File: config.mk
export PLATFORM = sky130hd
export DESIGN_NAME = tpo_orient
export DESIGN_NICKNAME = d
export VERILOG_FILES = /design/src/hdl/tpo_pkg.sv /design/src/hdl/tpo_orient.sv
export SDC_FILE = /design/constraint.sdc
export NUM_CORES = 2
export LEC_CHECK = 0
export ABC_AREA = 1
export BUFFER_PORTS_ARGS = -buffer_cell sky130_fd_sc_hd__buf_2
export CORE_ASPECT_RATIO = 1.1
export CORE_UTILIZATION = 60
export CTS_CLUSTER_SIZE = 14
export DETAILED_ROUTE_END_ITERATION = 16
export PLACE_DENSITY = 0.8
export SETUP_SLACK_MARGIN = 0.4
export SKIP_CTS_REPAIR_TIMING = 1
export SLEW_MARGIN = 0
export SYNTH_ARGS = -nofsm -noshare
export SYNTH_HDL_FRONTEND = slang
export SYNTH_SLANG_ARGS = --single-unit
File: constraint.sdc
create_clock -name i_clk -period 6.3 [get_ports i_clk]
set_clock_uncertainty 0.05 [all_clocks]
set_input_delay 0.315 -clock i_clk [delete_from_list [all_inputs] [get_ports i_clk]]
set_output_delay 0.315 -clock i_clk [all_outputs]
set_load 0.05 [all_outputs]
File: src/hdl/tpo_pkg.sv
`timescale 1ns / 1ps
`default_nettype none
// ---------------------------------------------------------------------------
// tpo_pkg
// Shared constants and types for the triangle pair overlap test unit.
// ---------------------------------------------------------------------------
package tpo_pkg;

    localparam int COORD_WIDTH_DEF = 16;

    // Orientation sign: zero set for collinear, neg set for counterclockwise turn.
    typedef struct packed {
        logic neg;
        logic zero;
    } t_sign;

endpackage
`default_nettype wire

File: src/hdl/tpo_orient.sv
`timescale 1ns / 1ps
`default_nettype none
// ---------------------------------------------------------------------------
// tpo_orient
// Three-stage exact orientation sign of the point triple p, q, r:
// differences, products, then subtract and classify.
// ---------------------------------------------------------------------------
module tpo_orient
    import tpo_pkg::*;
#(
    parameter int W = COORD_WIDTH_DEF
) (
    input  logic                i_clk,
    input  logic                i_en,
    input  logic signed [W-1:0] i_px,
    input  logic signed [W-1:0] i_py,
    input  logic signed [W-1:0] i_qx,
    input  logic signed [W-1:0] i_qy,
    input  logic signed [W-1:0] i_rx,
    input  logic signed [W-1:0] i_ry,
    output t_sign               o_sign
);

    localparam int DW = W + 1;
    localparam int MW = 2 * DW;
    localparam int SW = MW + 1;

    logic signed [DW-1:0] r_d1, r_d2, r_d3, r_d4;
    logic signed [DW-1:0] n_d1, n_d2, n_d3, n_d4;
    logic signed [MW-1:0] r_m1, r_m2;
    logic signed [SW-1:0] n_diff;
    t_sign                r_sign, n_sign;

    always_comb begin
        n_d1 = DW'(i_qy) - DW'(i_py);
        n_d2 = DW'(i_rx) - DW'(i_qx);
        n_d3 = DW'(i_qx) - DW'(i_px);
        n_d4 = DW'(i_ry) - DW'(i_qy);
    end

    always_comb begin
        n_diff      = SW'(r_m1) - SW'(r_m2);
        n_sign.neg  = n_diff[SW-1];
        n_sign.zero = (n_diff == '0);
    end

    always_ff @(posedge i_clk) begin
        if (i_en) begin
            r_d1   <= n_d1;
            r_d2   <= n_d2;
            r_d3   <= n_d3;
            r_d4   <= n_d4;
            r_m1   <= MW'(r_d1) * MW'(r_d2);
            r_m2   <= MW'(r_d3) * MW'(r_d4);
            r_sign <= n_sign;
        end
    end

    assign o_sign = r_sign;

endmodule
`default_nettype wire

# Yosys cells after proc, flatten, opt, wreduce, memory -nomap -nowiden

Index checks and enable logic that the tools add are counted.

Register bits after elaboration: 138
Input port bits: 98
Output and inout port bits: 2

Add/sub/neg operators: 5
Multiply operators: 2
Reductions and logical operators: 1

Operator list:

| operator                     | count |
|---|---|
| multiplier 17 x 17 -> 34 bit | 2 |
| subtractor 16 x 16 -> 17 bit | 4 |
| logical NOT 35 bit           | 1 |
| subtractor 34 x 34 -> 35 bit | 1 |

# Depth between registers and ports, before layout

Word-level depth: 2
Gate-level depth with buffers: 30

# Worst setup path before layout

Ideal clock, no wire load.

Path type: register -> register
From: register r_d1[11]
To: register r_m1[31], data pin
Arrival: 5.536 ns
Required time: 5.988 ns
Setup slack: 0.452 ns
Cell stages (with the launch flop): 26
Period minus slack after synthesis: 5.848 ns
Cell sequence: edfxtp_1 clkbuf_1 clkbuf_1 nand2_1 fa_1 fa_1 fa_1 inv_1 fa_1 fa_1 inv_1 fa_1 inv_1 ha_1 nand2_1 nor2_1 nand2_1 nand2_1 a31oi_1 o21ai_1 nand2_1 nor2_1 nor2_2 o21ai_2 a21oi_1 xor2_1

Cells in the longest elaborated chain, start to end: 1

Ends and longest elaborated chain:

| what                         | RTL line         | text |
|---|---|---|
| from (decl)                  | tpo_orient.sv:28 | `logic signed [DW-1:0] r_d1, r_d2, r_d3, r_d4;` |
| from (signal assigned)       | tpo_orient.sv:49 | `r_d1 <= n_d1;` |
| multiplier 17 x 17 -> 34 bit | tpo_orient.sv:53 | `r_m1 <= MW'(r_d1) * MW'(r_d2);` |
| to (signal assigned)         | tpo_orient.sv:53 |  |
| to (decl)                    | tpo_orient.sv:30 | `logic signed [MW-1:0] r_m1, r_m2;` |

Every way passes these cells.
A chain may end at the register's enable or synchronous reset.

# Final worst setup path

From: register r_d2[5]
To: register r_m1[29], data pin

Cells in the longest elaborated chain, start to end: 1

Ends and longest elaborated chain:

| what                         | RTL line         | text |
|---|---|---|
| from (decl)                  | tpo_orient.sv:28 |  |
| from (signal assigned)       | tpo_orient.sv:50 | `r_d2 <= n_d2;` |
| multiplier 17 x 17 -> 34 bit | tpo_orient.sv:53 |  |

Every way passes these cells.

==> results.json <==
{
  "status": "finished with violations",
  "violations": "DRC",
  "synth_area_leaders": "fa_1 (38%), inv_1 (13%), edfxtp_1 (13%), ha_1 (11%), nand2_1 (9.6%)",
  "drc": 2,
  "synth.net_count": 4739,
  "critical_path_required_ns": 6.46,
  "antenna_found_initial": 3,
  "dpl_worst_slack_ns": 0.1080,
  "most-common-layout-cells": "inv_1 (1101), nand2_1 (780), fa_1 (581)",
  "h-tree-depth": 4,
  "crit_top_cell": "fa_1",
  "pin_count": 100,
  "netlist_instances": 3776,
  "synthArstFlopShare_pct": 0,
  "drtAntennaViolNets": 0,
  "dieArea_mm2": 0.05346,
  "synth_top_area_share_pct": 37.92,
  "initial_core_util_pct": 61.09,
  "worstMarginPinSlew_ns": 0.9774,
  "r2r_slack_ns": 0.40,
  "routedWlPerCell_um": 17.42,
  "worstPathMaxFanout": 5,
  "synth-main-ff-cell": "edfxtp_1",
  "cts_tree": "yes",
  "arrival_ns": 6.06,
  "cts-root-buf": "clkbuf_16",
  "start_kind": "register",
  "synth-edff-count": 138,
  "slew_headroom_pct": 34.84,
  "gp_routability_congestion": 0.9591,
  "die_y_um": 242.4,
  "insertion_delay_ns": 0.46,
  "maxCapViolations": 0,
  "dr.pass1.iters": 12,
  "drive_above_1_share_pct": 14.14,
  "syn_area_per_cell_um2": 8.348,
  "max_freq_mhz": 169.6,
  "num_vias": 25030,
  "nNetsFinal": 4939,
  "grt_pass1_vias": 25770,
  "period_needed_ns": 5.897,
  "ys_seq_area_share_pct": 13.15,
  "hold_viol": 0,
  "antenna_cells": 0,
  "ys_seq_elements": 138,
  "numCtsBuffers": 17,
  "dp_hpwl_mm": 64.77,
  "ys_warn_count": 0,
  "via_per_inst": 5.377,
  "grtUsageTotal_pct": 30.06,
  "endpoint_kind": "register",
  "cts.sinks": 138,
  "setup_viol": 0,
  "area.growth.synth_to_final_pct": 12.76,
  "slew_viol_final": 0,
  "crit_path_top_delay_cell": "fa_1",
  "port-buffer-count": 99,
  "rsz0062_at_grt": "yes",
  "tns_ns": 0,
  "crit_type": "register to register",
  "setup_ws_ns": 0.4032,
  "fin_crit_sh_pct": 93.60,
  "routed_wl_mm": 81.09,
  "synthDistinctLibCells": 47,
  "netlist.top_cell.by_area": "fa_1",
  "grt_max_degree": 73,
  "die_w_um": 220.5,
  "coreArea_mm2": 0.05160,
  "clockBufferDepth": 2,
  "rows": 87,
  "drt_first_iter_violations": 1879,
  "hp-class": "input port to register",
  "grt_pass1_wl_mm": 124.9,
  "synth_area_mm2": 0.03152,
  "final_common_cell": "inv_1",
  "critical_path.max_stage_delay_ns": 0.54,
  "cts.clk_slew.worst_paths_ns": 0.07,
  "overflow": 0
}
-- sequential cells by signal, summed over array words and instances, names as in the netlist --
name / count
o_sign: 2
r_d1: 17
r_d2: 17
r_d3: 17
r_d4: 17
r_m1: 34
r_m2: 34
-- worst max-delay path: cells and delay by family (launching register included) --
kind | cells | cell delay [ns]
AO/OA/AOI/OAI | 4 | 0.61
XOR/XNOR | 1 | 0.13
adder cells (fa/ha/maj) | 7 | 3.23
buffers and inverters | 7 | 0.54
flip-flops | 1 | 0.43
AND/OR/NAND/NOR | 7 | 0.64
-- worst paths after layout --
path | cells after the start | to | startpoint
worst max-delay path | 26 | r_m1[29] | r_d2[5]
worst min-delay path | 3 | r_d3[0] | i_px[0]
worst max register to register | 26 | r_m1[29] | r_d2[5]
worst min register to register | 3 | o_sign[1] | r_m1[33]
-- cell families (layout without fill, tap and decap cells) --
logic type      count (synthesis)  count (layout)  share of synthesized area, %
fa+ha+maj                     865             865                         48.56
compound gates                301             301                         5.585
xor+xnor                      145             145                         4.029
flops                         138             138                         13.15
simple gates                 1065            1065                         13.66
buf+inv                      1262            1474                         15.03
-- metal layers --
metal	wire, um	vias to the layer above	GRT usage, %
li1	-	11433	-
met1	29220	12079	35.97
met2	40370	1192	51.51
met3	6337	322	5.060
met4	5141	4	15.87
met5	23	-	0
-- metrics by stage --
stage,util (%),hold WS [ns],std cells,instance area (um2)
6_report,68.89,0.2472,4655,35540
3_5_place_dp,64.00,0.7098,4497,33020
2_1_floorplan,-,0.3775,3776,31520
4_1_cts,65.05,0.2348,4528,33560
3_3_place_gp,64.00,0.7118,4497,33020
5_1_grt,68.89,0.2599,4655,35540
-- Yosys cell counts (12+ instances only) --
cell type	number
nand2_2	21
o21ai_1	15
inv_2	12
a21oi_2	13
clkbuf_1	134
inv_1	1116
fa_1	597
xor2_1	95
ha_1	268
a21oi_1	149
nand2_1	805
edfxtp_1	138
nor2_1	117
nand4_1	16
o21ai_0	49
xnor2_1	50
nand3_1	59
-- area by class of cell --
class	instances	area, um2
multi-input cells	2376	23380
fillers	3802	16050
inverters	1128	4234
flip-flops and latches	138	4144
repair buffers	315	2409
well taps	667	834.6
clock buffers	20	436.7
clock inverters	11	105.1
Power is left out: the tool's default activity adds up to more than one toggle a clock period on the data nets, which glitch-free logic cannot reach.
